### config.mk
export PLATFORM = sky130hd
export DESIGN_NAME = dual_wheel_encoder_odometer
export DESIGN_NICKNAME = d
export VERILOG_FILES = /design/src/hdl/dweo_pkg.sv /design/src/hdl/dweo_front.sv /design/src/hdl/dweo_div.sv /design/src/hdl/dweo_exec.sv /design/src/hdl/dual_wheel_encoder_odometer.sv
export VERILOG_INCLUDE_DIRS = /design/src /design/src/hdl
export SDC_FILE = /design/constraint.sdc
export NUM_CORES = 2
export LEC_CHECK = 0
export BUFFER_PORTS_ARGS = -buffer_cell sky130_fd_sc_hd__buf_2
export CAP_MARGIN = 0
export CELL_PAD_IN_SITES_DETAIL_PLACEMENT = 0
export CELL_PAD_IN_SITES_GLOBAL_PLACEMENT = 1
export CORE_ASPECT_RATIO = 1.4
export CORE_MARGIN = 2
export CORE_UTILIZATION = 55
export DETAILED_ROUTE_END_ITERATION = 10
export GPL_TIMING_DRIVEN = 0
export PLACE_DENSITY = 0.91
export SYNTH_ARGS = -nofsm -noshare
export SYNTH_HDL_FRONTEND = slang
export SYNTH_HIERARCHICAL = 1
export SYNTH_SLANG_ARGS = --single-unit
export TNS_END_PERCENT = 100
### constraint.sdc
create_clock -name clk -period 26.5 [get_ports clk]
set_input_delay 1.325 -clock clk [delete_from_list [all_inputs] [get_ports clk]]
set_output_delay 1.325 -clock clk [all_outputs]
set_load 0.05 [all_outputs]
### src/hdl/dual_wheel_encoder_odometer_assert.svh
// Assertion macros shared by the odometer RTL.
// Each module that uses them has clk and arst_n in scope.
`ifndef DUAL_WHEEL_ENCODER_ODOMETER_ASSERT_SVH
`define DUAL_WHEEL_ENCODER_ODOMETER_ASSERT_SVH

// same-cycle implication
`define DWEO_ASSERT_NOW(label, ante, cons, msg) \
	label: assert property (@(posedge clk) disable iff (!arst_n) (ante) |-> (cons)) \
		else $error(msg);

// next-cycle implication
`define DWEO_ASSERT_NEXT(label, ante, cons, msg) \
	label: assert property (@(posedge clk) disable iff (!arst_n) (ante) |=> (cons)) \
		else $error(msg);

`endif

### src/hdl/dweo_pkg.sv
`timescale 1ns / 1ps
// Types and constants for the dual wheel encoder odometer.
// No dependencies; used by every module of the block.
package dweo_pkg;

	localparam int CFG_IDX_W = 1;
	localparam logic [CFG_IDX_W-1:0] CFG_PULSE_DIST   = 1'b0;
	localparam logic [CFG_IDX_W-1:0] CFG_IDLE_TIMEOUT = 1'b1;

	localparam logic [15:0] PD_RESET      = 16'd5000;
	localparam logic [31:0] TIMEOUT_RESET = 32'd2000000;

	localparam logic FUNC_EDGE   = 1'b0;
	localparam logic FUNC_REPORT = 1'b1;
	localparam logic KIND_EDGE   = 1'b0;
	localparam logic KIND_REPORT = 1'b1;

	// pulse distance (um) * 1000 fits in 26 bits
	localparam int NUM_W = 26;
	localparam logic [9:0] MM_SCALE = 10'd1000;
	localparam logic [15:0] SPEED_MAX = 16'hFFFF;
	localparam logic [31:0] DIST_MAX  = 32'hFFFF_FFFF;

	typedef struct packed {
		logic        func;
		logic        wheel;
		logic        level;
		logic [31:0] now_us;
	} in_item_t;

	typedef struct packed {
		logic        kind;
		logic        wheel_out;
		logic [15:0] pulse_count;
		logic [31:0] distance_um;
		logic [15:0] speed_mm_s;
		logic        idle_cleared;
	} out_item_t;

	// decoded request handed from front to back
	typedef struct packed {
		logic        is_report;
		logic        wheel;
		logic        pulse;
		logic [31:0] now_us;
	} cmd_t;

	typedef struct packed {
		logic [15:0] pulse_distance_um;
		logic [31:0] idle_timeout_us;
	} cfg_t;

endpackage

### src/hdl/dweo_front.sv
`timescale 1ns / 1ps
// Front end: accepts input requests, decodes them and queues them for the back end.
// Depends on dweo_pkg and the assertion macro header.
`include "dual_wheel_encoder_odometer_assert.svh"
module dweo_front (
	input  logic              clk,
	input  logic              arst_n,
	input  logic              push,
	output logic              full,
	input  dweo_pkg::in_item_t item,
	output logic              cmd_valid,
	input  logic              cmd_pop,
	output dweo_pkg::cmd_t    cmd
);
	import dweo_pkg::*;

	localparam int DEPTH = 2;

	cmd_t       entry_q [DEPTH];
	logic       wr_ptr_q;
	logic       rd_ptr_q;
	logic [1:0] cnt_q;
	cmd_t       new_cmd;
	logic       push_ok;
	logic       pop_ok;

	always_comb begin
		new_cmd.is_report = (item.func == FUNC_REPORT);
		new_cmd.wheel     = item.wheel;
		// only a high level on an edge request counts a pulse
		new_cmd.pulse     = (item.func == FUNC_EDGE) && item.level;
		new_cmd.now_us    = item.now_us;
	end

	assign full      = (cnt_q == 2'(DEPTH));
	assign cmd_valid = (cnt_q != 2'd0);
	assign cmd       = entry_q[rd_ptr_q];
	assign push_ok   = push && !full;
	assign pop_ok    = cmd_pop && cmd_valid;

	always_ff @(posedge clk or negedge arst_n) begin
		if (!arst_n) begin
			wr_ptr_q <= 1'b0;
			rd_ptr_q <= 1'b0;
			cnt_q    <= 2'd0;
		end else begin
			if (push_ok)
				wr_ptr_q <= ~wr_ptr_q;
			if (pop_ok)
				rd_ptr_q <= ~rd_ptr_q;
			if (push_ok && !pop_ok)
				cnt_q <= cnt_q + 2'd1;
			else if (pop_ok && !push_ok)
				cnt_q <= cnt_q - 2'd1;
		end
	end

	always_ff @(posedge clk) begin
		if (push_ok)
			entry_q[wr_ptr_q] <= new_cmd;
	end

	`DWEO_ASSERT_NOW(a_cnt_bound, 1'b1, cnt_q <= 2'd2, "front queue count out of range")
	`DWEO_ASSERT_NEXT(a_pop_drains, pop_ok && !push_ok, cnt_q == $past(cnt_q) - 2'd1, "pop lost")
	`DWEO_ASSERT_NEXT(a_push_fills, push_ok && !pop_ok, cnt_q == $past(cnt_q) + 2'd1, "push lost")

endmodule

### src/hdl/dweo_div.sv
`timescale 1ns / 1ps
// Restoring divider, one quotient bit per cycle, for the wheel speed.
// Depends on dweo_pkg.
module dweo_div #(
	parameter int DEN_BITS = 32
) (
	input  logic                       clk,
	input  logic                       arst_n,
	input  logic                       start,
	input  logic [dweo_pkg::NUM_W-1:0] num,
	input  logic [DEN_BITS-1:0]        den,
	output logic                       done,
	output logic [dweo_pkg::NUM_W-1:0] quo
);
	import dweo_pkg::*;

	localparam int W     = ((DEN_BITS > NUM_W) ? DEN_BITS : NUM_W) + 1;
	localparam int CNT_W = $clog2(NUM_W);
	localparam logic [CNT_W-1:0] LAST = CNT_W'(NUM_W - 1);

	logic [W-1:0]     rem_q;
	logic [W-1:0]     den_q;
	logic [NUM_W-1:0] quo_q;
	logic [CNT_W-1:0] cnt_q;
	logic             busy_q;
	logic             done_q;
	logic [W-1:0]     shifted;
	logic             take;

	assign shifted = {rem_q[W-2:0], quo_q[NUM_W-1]};
	assign take    = (shifted >= den_q);
	assign done    = done_q;
	assign quo     = quo_q;

	always_ff @(posedge clk or negedge arst_n) begin
		if (!arst_n) begin
			busy_q <= 1'b0;
			done_q <= 1'b0;
			cnt_q  <= '0;
		end else begin
			done_q <= 1'b0;
			if (start) begin
				busy_q <= 1'b1;
				cnt_q  <= '0;
			end else if (busy_q) begin
				cnt_q <= cnt_q + 1'b1;
				if (cnt_q == LAST) begin
					busy_q <= 1'b0;
					done_q <= 1'b1;
				end
			end
		end
	end

	always_ff @(posedge clk) begin
		if (start) begin
			rem_q <= '0;
			quo_q <= num;
			den_q <= W'(den);
		end else if (busy_q) begin
			rem_q <= take ? (shifted - den_q) : shifted;
			quo_q <= {quo_q[NUM_W-2:0], take};
		end
	end

endmodule

### src/hdl/dweo_exec.sv
`timescale 1ns / 1ps
// Back end: holds the wheel state and carries out edge and report requests.
// Depends on dweo_pkg, dweo_div and the assertion macro header.
`include "dual_wheel_encoder_odometer_assert.svh"
module dweo_exec #(
	parameter int COUNT_BITS = 16,
	parameter int TIME_BITS  = 32
) (
	input  logic                clk,
	input  logic                arst_n,
	input  dweo_pkg::cfg_t      cfg,
	input  logic                cmd_valid,
	output logic                cmd_pop,
	input  dweo_pkg::cmd_t      cmd,
	output logic                res_valid,
	input  logic                res_ready,
	output dweo_pkg::out_item_t res
);
	import dweo_pkg::*;

	localparam int SUM_W  = COUNT_BITS + 1;
	localparam int PROD_W = SUM_W + 16;

	localparam logic [1:0] S_IDLE = 2'd0;
	localparam logic [1:0] S_CALC = 2'd1;
	localparam logic [1:0] S_DIV  = 2'd2;
	localparam logic [1:0] S_OUT  = 2'd3;

	logic [1:0]            state_q;
	cmd_t                  cmd_q;
	logic [COUNT_BITS-1:0] lp_q, rp_q;
	logic [TIME_BITS-1:0]  llast_q, rlast_q;
	logic [15:0]           lspd_q, rspd_q;

	logic [COUNT_BITS-1:0] cnt_q;
	logic [SUM_W-1:0]      sum_q;
	logic [PROD_W-1:0]     prod_q;
	logic                  dt_zero_q;
	logic                  idle_q;
	logic [15:0]           avg_q;

	logic [TIME_BITS+31:0] now_ext;
	logic [TIME_BITS-1:0]  now_t;
	logic [COUNT_BITS-1:0] cur_cnt, cnt_new;
	logic [TIME_BITS-1:0]  cur_last, dt, dt_l, dt_r;
	logic [SUM_W-1:0]      sum, mul_a;
	logic [16:0]           spd_sum;
	logic [TIME_BITS+31:0] dt_l_ext, dt_r_ext, to_ext;
	logic                  idle;
	logic [NUM_W-1:0]      num;
	logic                  div_start, div_done;
	logic [NUM_W-1:0]      quo;

	logic [PROD_W-1:0]     dist_src;
	logic [PROD_W+31:0]    dist_ext;
	logic [SUM_W-1:0]      cnt_src;
	logic [SUM_W+15:0]     cnt_ext;
	logic [15:0]           edge_spd;

	// timestamps are taken modulo 2^TIME_BITS
	assign now_ext  = {{TIME_BITS{1'b0}}, cmd_q.now_us};
	assign now_t    = now_ext[TIME_BITS-1:0];

	assign cur_cnt  = cmd_q.wheel ? rp_q : lp_q;
	assign cur_last = cmd_q.wheel ? rlast_q : llast_q;
	assign cnt_new  = (cmd_q.pulse && cur_cnt != {COUNT_BITS{1'b1}}) ? cur_cnt + 1'b1 : cur_cnt;
	assign dt       = now_t - cur_last;
	assign sum      = {1'b0, lp_q} + {1'b0, rp_q};
	assign mul_a    = cmd_q.is_report ? sum : {1'b0, cnt_new};
	assign spd_sum  = {1'b0, lspd_q} + {1'b0, rspd_q};

	assign dt_l     = now_t - llast_q;
	assign dt_r     = now_t - rlast_q;
	assign dt_l_ext = {32'd0, dt_l};
	assign dt_r_ext = {32'd0, dt_r};
	assign to_ext   = {{TIME_BITS{1'b0}}, cfg.idle_timeout_us};
	assign idle     = (dt_l_ext > to_ext) && (dt_r_ext > to_ext);

	assign num       = NUM_W'(cfg.pulse_distance_um) * NUM_W'(MM_SCALE);
	assign div_start = (state_q == S_CALC) && !cmd_q.is_report;
	assign cmd_pop   = (state_q == S_IDLE) && cmd_valid;
	assign res_valid = (state_q == S_OUT) && res_ready;

	dweo_div #(
		.DEN_BITS(TIME_BITS)
	) u_div (
		.clk   (clk),
		.arst_n(arst_n),
		.start (div_start),
		.num   (num),
		.den   (dt),
		.done  (div_done),
		.quo   (quo)
	);

	// saturate distance, count and speed onto the narrow result fields
	assign dist_src = cmd_q.is_report ? (prod_q >> 1) : prod_q;
	assign dist_ext = {32'd0, dist_src};
	assign cnt_src  = cmd_q.is_report ? sum_q : {1'b0, cnt_q};
	assign cnt_ext  = {16'd0, cnt_src};
	assign edge_spd = (dt_zero_q || (|quo[NUM_W-1:16])) ? SPEED_MAX : quo[15:0];

	always_comb begin
		res.kind         = cmd_q.is_report ? KIND_REPORT : KIND_EDGE;
		res.wheel_out    = cmd_q.is_report ? 1'b0 : cmd_q.wheel;
		res.pulse_count  = (|cnt_ext[SUM_W+15:16]) ? 16'hFFFF : cnt_ext[15:0];
		res.distance_um  = (|dist_ext[PROD_W+31:32]) ? DIST_MAX : dist_ext[31:0];
		res.speed_mm_s   = cmd_q.is_report ? avg_q : edge_spd;
		res.idle_cleared = cmd_q.is_report && idle_q;
	end

	always_ff @(posedge clk or negedge arst_n) begin
		if (!arst_n) begin
			state_q <= S_IDLE;
			lp_q    <= '0;
			rp_q    <= '0;
			llast_q <= '0;
			rlast_q <= '0;
			lspd_q  <= '0;
			rspd_q  <= '0;
		end else begin
			case (state_q)
				S_IDLE: begin
					if (cmd_valid)
						state_q <= S_CALC;
				end
				S_CALC: begin
					state_q <= cmd_q.is_report ? S_OUT : S_DIV;
				end
				S_DIV: begin
					if (div_done)
						state_q <= S_OUT;
				end
				S_OUT: begin
					if (res_ready) begin
						state_q <= S_IDLE;
						if (!cmd_q.is_report) begin
							if (cmd_q.wheel) begin
								rp_q    <= cnt_q;
								rlast_q <= now_t;
								rspd_q  <= edge_spd;
							end else begin
								lp_q    <= cnt_q;
								llast_q <= now_t;
								lspd_q  <= edge_spd;
							end
						end else if (idle_q) begin
							// last edge times are kept on an idle clear
							lp_q   <= '0;
							rp_q   <= '0;
							lspd_q <= '0;
							rspd_q <= '0;
						end
					end
				end
				default: begin
					state_q <= S_IDLE;
				end
			endcase
		end
	end

	always_ff @(posedge clk) begin
		if (cmd_pop)
			cmd_q <= cmd;
		if (state_q == S_CALC) begin
			cnt_q     <= cnt_new;
			sum_q     <= sum;
			prod_q    <= PROD_W'(mul_a) * PROD_W'(cfg.pulse_distance_um);
			dt_zero_q <= (dt == '0);
			idle_q    <= idle;
			avg_q     <= spd_sum[16:1];
		end
	end

	`DWEO_ASSERT_NOW(a_pop_idle, cmd_pop, state_q == S_IDLE, "request taken while busy")
	`DWEO_ASSERT_NEXT(a_div_exit, state_q == S_DIV && div_done, state_q == S_OUT, "divide lost")
	`DWEO_ASSERT_NOW(a_res_slot, res_valid, state_q == S_OUT && res_ready, "result overrun")
	`DWEO_ASSERT_NOW(a_div_quiet, state_q == S_OUT || state_q == S_IDLE, !div_done, "late divide")

endmodule

### src/hdl/dual_wheel_encoder_odometer.sv
`timescale 1ns / 1ps
// Top level of the two-wheel encoder odometer: config registers and result register.
// Depends on dweo_pkg, dweo_front and dweo_exec.
//
// Usage:
//   Input requests enter through push/full as a queue write; item.func selects an
//   encoder edge (wheel, level, now_us) or a report. Results leave through
//   empty/pop; the oldest result sits on result while empty is low.
//   Configuration: cfg_we writes cfg_wdata into register cfg_idx (0 pulse
//   distance in um, 1 idle timeout in us); write only while the block is idle.
// Flow:
//   An edge passes the front queue, the back end's calc state, the 26-step serial
//   divider that forms the speed, and the result register; a report skips the
//   divider. One request is worked on at a time, so the back end takes no new
//   request before the last one leaves. A two-entry front queue keeps accepting
//   while the back end works.
// Reset:
//   arst_n clears counts, speeds and last edge times, and loads 5000 um and
//   2000000 us into the configuration registers. If the receiver holds off
//   pop, the result register stays full, the back end waits with its next
//   result, and full rises once the front queue fills.
module dual_wheel_encoder_odometer #(
	parameter int COUNT_BITS = 16,
	parameter int TIME_BITS  = 32
) (
	input  logic                               clk,
	input  logic                               arst_n,
	input  logic                               push,
	output logic                               full,
	input  dweo_pkg::in_item_t                 item,
	output logic                               empty,
	input  logic                               pop,
	output dweo_pkg::out_item_t                result,
	input  logic                               cfg_we,
	input  logic [dweo_pkg::CFG_IDX_W-1:0]     cfg_idx,
	input  logic [31:0]                        cfg_wdata
);
	import dweo_pkg::*;

	cfg_t      cfg_q;
	logic      cmd_valid, cmd_pop;
	cmd_t      cmd;
	logic      res_valid, res_ready;
	out_item_t res;
	out_item_t out_q;
	logic      out_valid_q;

	always_ff @(posedge clk or negedge arst_n) begin
		if (!arst_n) begin
			cfg_q.pulse_distance_um <= PD_RESET;
			cfg_q.idle_timeout_us   <= TIMEOUT_RESET;
		end else if (cfg_we) begin
			case (cfg_idx)
				CFG_PULSE_DIST:   cfg_q.pulse_distance_um <= cfg_wdata[15:0];
				CFG_IDLE_TIMEOUT: cfg_q.idle_timeout_us   <= cfg_wdata;
				default: begin
				end
			endcase
		end
	end

	dweo_front u_front (
		.clk      (clk),
		.arst_n   (arst_n),
		.push     (push),
		.full     (full),
		.item     (item),
		.cmd_valid(cmd_valid),
		.cmd_pop  (cmd_pop),
		.cmd      (cmd)
	);

	dweo_exec #(
		.COUNT_BITS(COUNT_BITS),
		.TIME_BITS (TIME_BITS)
	) u_exec (
		.clk      (clk),
		.arst_n   (arst_n),
		.cfg      (cfg_q),
		.cmd_valid(cmd_valid),
		.cmd_pop  (cmd_pop),
		.cmd      (cmd),
		.res_valid(res_valid),
		.res_ready(res_ready),
		.res      (res)
	);

	// result register refills in the same cycle it is popped
	assign res_ready = !out_valid_q || pop;
	assign empty     = !out_valid_q;
	assign result    = out_q;

	always_ff @(posedge clk or negedge arst_n) begin
		if (!arst_n)
			out_valid_q <= 1'b0;
		else if (res_valid)
			out_valid_q <= 1'b1;
		else if (pop)
			out_valid_q <= 1'b0;
	end

	always_ff @(posedge clk) begin
		if (res_valid)
			out_q <= res;
	end

endmodule

==> reports/qor.yml <==
yosys:
  yosys-top-cells-count: "501 x inv_1, 430 x nand2_1, 387 x ha_1, 314 x edfxtp_1, 268 x fa_1"
  synth_compound_area_frac: 0.115
  ys_seq_elements: 536
  synth.most_common_cell: "inv_1"
  yosysSeqAreaShare: 0.358
  synth_top_family_by_area: "adder cells"
  avgSynthCellArea_um2: 10.2
  ys_warn_count: 6
  synth.cell_area_um2: 41500
  synth_edf_count: 314
  yosys.area.top_type: "edfxtp_1"
  ys_types: 92
  yosys.area_share.simple: 0.118
  ys.flop_type: "edfxtp_1"
  synth.top_cell.area_share: 0.227
  synth_mux_area_frac: 0.0607
  synth_fa_ha_area_frac: 0.246
  synth_xor_xnor_area_share: 0.0429
  async_reset_ff_frac: 0.354
  synth_cells: 4057
  yosys-top-cells-area: "edfxtp_1 23%, fa_1 13%, ha_1 12%"
layout:
  fin_nets: 4989
  drive_above_1_share: 0.105
  stdcell_count: 5274
  insertedDiodeCount: 0
  final_area_um2: 45400
  syn2layout_area_growth_pct: 9.42
worst_setup_path:
  path_max_fanout: 10
  cp_slowest_cell: "fa_1"
  cp.required_ps: 26900
  r2r_end: "u_exec/prod_q[32]"
  critical_path_class: "register to register"
  crit_top_cell: "fa_1"
  reg2regPathDepth: 34
  r2r_slack_ps: 15920
  r2r_start: "u_exec/cmd_q[33]"
  critical-path-max-stage-delay_ps: 600
  cp-start-kind: "register"
  cp.arrival_ps: 10980
  cp-end-kind: "register"
detailed_routing:
  vias_per_cell: 5.76
  totalWireLength_um: 106000
  ant_nets: 0
  drtPass1Iterations: 6
  drc_errors: 0
  drt_iter0_markers: 1992
  wire_per_inst_um: 20.1
  route.vias.total: 30400
grt:
  grt_busiest_layer: "met2"
  antenna_found_initial: 3
  overflow: 0
  grt_use_met3: 0.0355
  grt_pass1_wl_um: 167000
  grt_util_met1: 0.301
  grt.total_usage: 0.276
  grt_max_degree: 104
  grt_pass1_vias: 31200
  met2_usage: 0.515
timing:
  setup_violations: 0
  rsz0062_at_grt: "no"
  setup_tns_ps: 0
  finalCritPeriodShare: 0.399
  hold_viol: 0
  fin_skew_ps: 26.2
  period_minus_slack_ps: 10580
  clock.fmax_ghz: 0.0946
  tightest_slew_ps: 1180
  slew_headroom: 0.216
  slew_viol_final: 0
floorplan:
  die_y_um: 329
  fp-row-count: 119
  core_area_um2: 74900
  dieArea_um2: 77700
  ios: 142
  start_util: 0.554
  die_w_um: 236
run:
  maxCapViolations: 0
place:
  port_buffers: 141
  placed_area_um2: 43600
  place.gp.congestion: 0.939
  place_inst: 5173
  dp_hpwl_um: 83700
run_status:
  status: "completed"
hold_path:
  hold_depth: 2
  hold_class: "register to register"
  min_to: "u_exec/rspd_q[9]"
  worstHoldStart: "u_exec/rspd_q[9]"
cts:
  cts_tree: "built"
  clock_path_buffers: 3
  cts-resized-gates: 0
  cts-root-buf: "clkbuf_16"
  worstSkewPairLatency_ps: 650
  cts_made_buffers: 54
  clk_pin_slew_ps: 70
  cts_setup_buffers: 0
  ctsHoldBuffers: 0
  cts-htree-levels: 2
  cts_num_sinks: 536
critical path, delay by kind of cell (launching register included):
| kind | cells | cell delay [ps] |
|---|---|---|
| flops | 1 | 480 |
| xor+xnor | 2 | 380 |
| compound gates | 8 | 1890 |
| buf+inv | 6 | 1600 |
| mux | 2 | 540 |
| fa+ha+maj | 8 | 3640 |
| simple gates | 8 | 1780 |
through the flow:
| step | worst slack [ps] | hold slack (ps) | utilization |
|---|---|---|---|
| after floorplan | 18040 | 441 | - |
| after global placement | 16070 | 457 | 0.580 |
| after detailed placement | 15980 | 458 | 0.582 |
| after CTS | 15990 | 476 | 0.606 |
| after global routing | 15390 | 508 | 0.606 |
| final | 15920 | 484 | 0.606 |
cells in the final DEF, fill, tap and decap left out, types with 9 or more instances in the layout:
cell type    n
a21o_1      76
xor2_1      61
dfrtp_1    178
inv_1      501
o21ai_0    213
nand2_1    430
and2_1     120
nor2b_1     43
nand2b_1    47
nor3_1      40
buf_2      152
a21boi_0     9
a31oi_1     11
o21a_1      29
a21oi_1    217
mux2_2     118
clkbuf_16   57
o21bai_1    32
nand3_1     32
edfxtp_1   314
nor2_1     235
dfxtp_1     32
mux2_4      39
clkinv_2     9
mux2i_1     58
buf_1       12
a211oi_1    30
xnor2_1    142
ha_1       386
o21ai_1      9
o31ai_1     40
and3_1      15
dfstp_2     12
nand4_1     34
fa_1       268
nor4_1       9
clkinv_1    11
clkbuf_1   106
cell families (layout without fill, tap and decap cells):
family / after synthesis / count (layout)
buffers and inverters: 634 / 881
adder cells (fa/ha/maj): 655 / 655
XOR/XNOR: 203 / 203
flip-flops: 536 / 536
other: 1 / 3
AND/OR/NAND/NOR: 1051 / 1051
AO/OA/AOI/OAI: 760 / 760
multiplexers: 217 / 217
flip-flops by register name, indices dropped and copies added (netlist names), 5 cells and up:
signal,count
cfg_q,48
u_exec/rspd_q,16
u_exec/u_div/den_q,32
u_exec/cnt_q,16
u_front/entry_q,70
u_exec/avg_q,16
u_exec/u_div/rem_q,32
u_exec/rp_q,16
u_exec/u_div/quo,26
u_exec/rlast_q,32
u_exec/llast_q,32
u_exec/prod_q,33
u_exec/now_t,32
u_exec/u_div/cnt_q,5
u_exec/sum_q,17
u_exec/lspd_q,16
result,67
u_exec/lp_q,16
layout make-up:
cell class | instances | area, um^2
multi-input cells | 2889 | 24200
clock inverters | 37 | 350
clock buffers | 64 | 1450
repair buffers | 146 | 846
well taps | 968 | 1210
plain buffers | 132 | 593
flip-flops and latches | 536 | 14800
fillers | 6396 | 29500
inverters | 502 | 1880
worst max path at each step:
stage,start,endpoint,slack (ps),cells past startpoint
after global routing,u_exec/cmd_q[33],u_exec/prod_q[27],15390,37
after detailed placement,u_exec/cmd_q[33],u_exec/prod_q[32],15980,34
after floorplan,u_exec/cmd_q[33],u_exec/prod_q[32],18040,37
after global placement,u_exec/cmd_q[33],u_exec/prod_q[32],16070,34
final,u_exec/cmd_q[33],u_exec/prod_q[32],15920,34
after CTS,u_exec/cmd_q[33],u_exec/prod_q[27],15990,35
routing by layer:
layer | vias up | wire (um)
met5 | - | 22
met4 | 4 | 6510
met3 | 312 | 4960
met2 | 889 | 55900
met1 | 14900 | 38500
li1 | 14200 | -
Power is not shown: default switching activity piles up to over one toggle a cycle in this logic, so the estimate is an artifact.
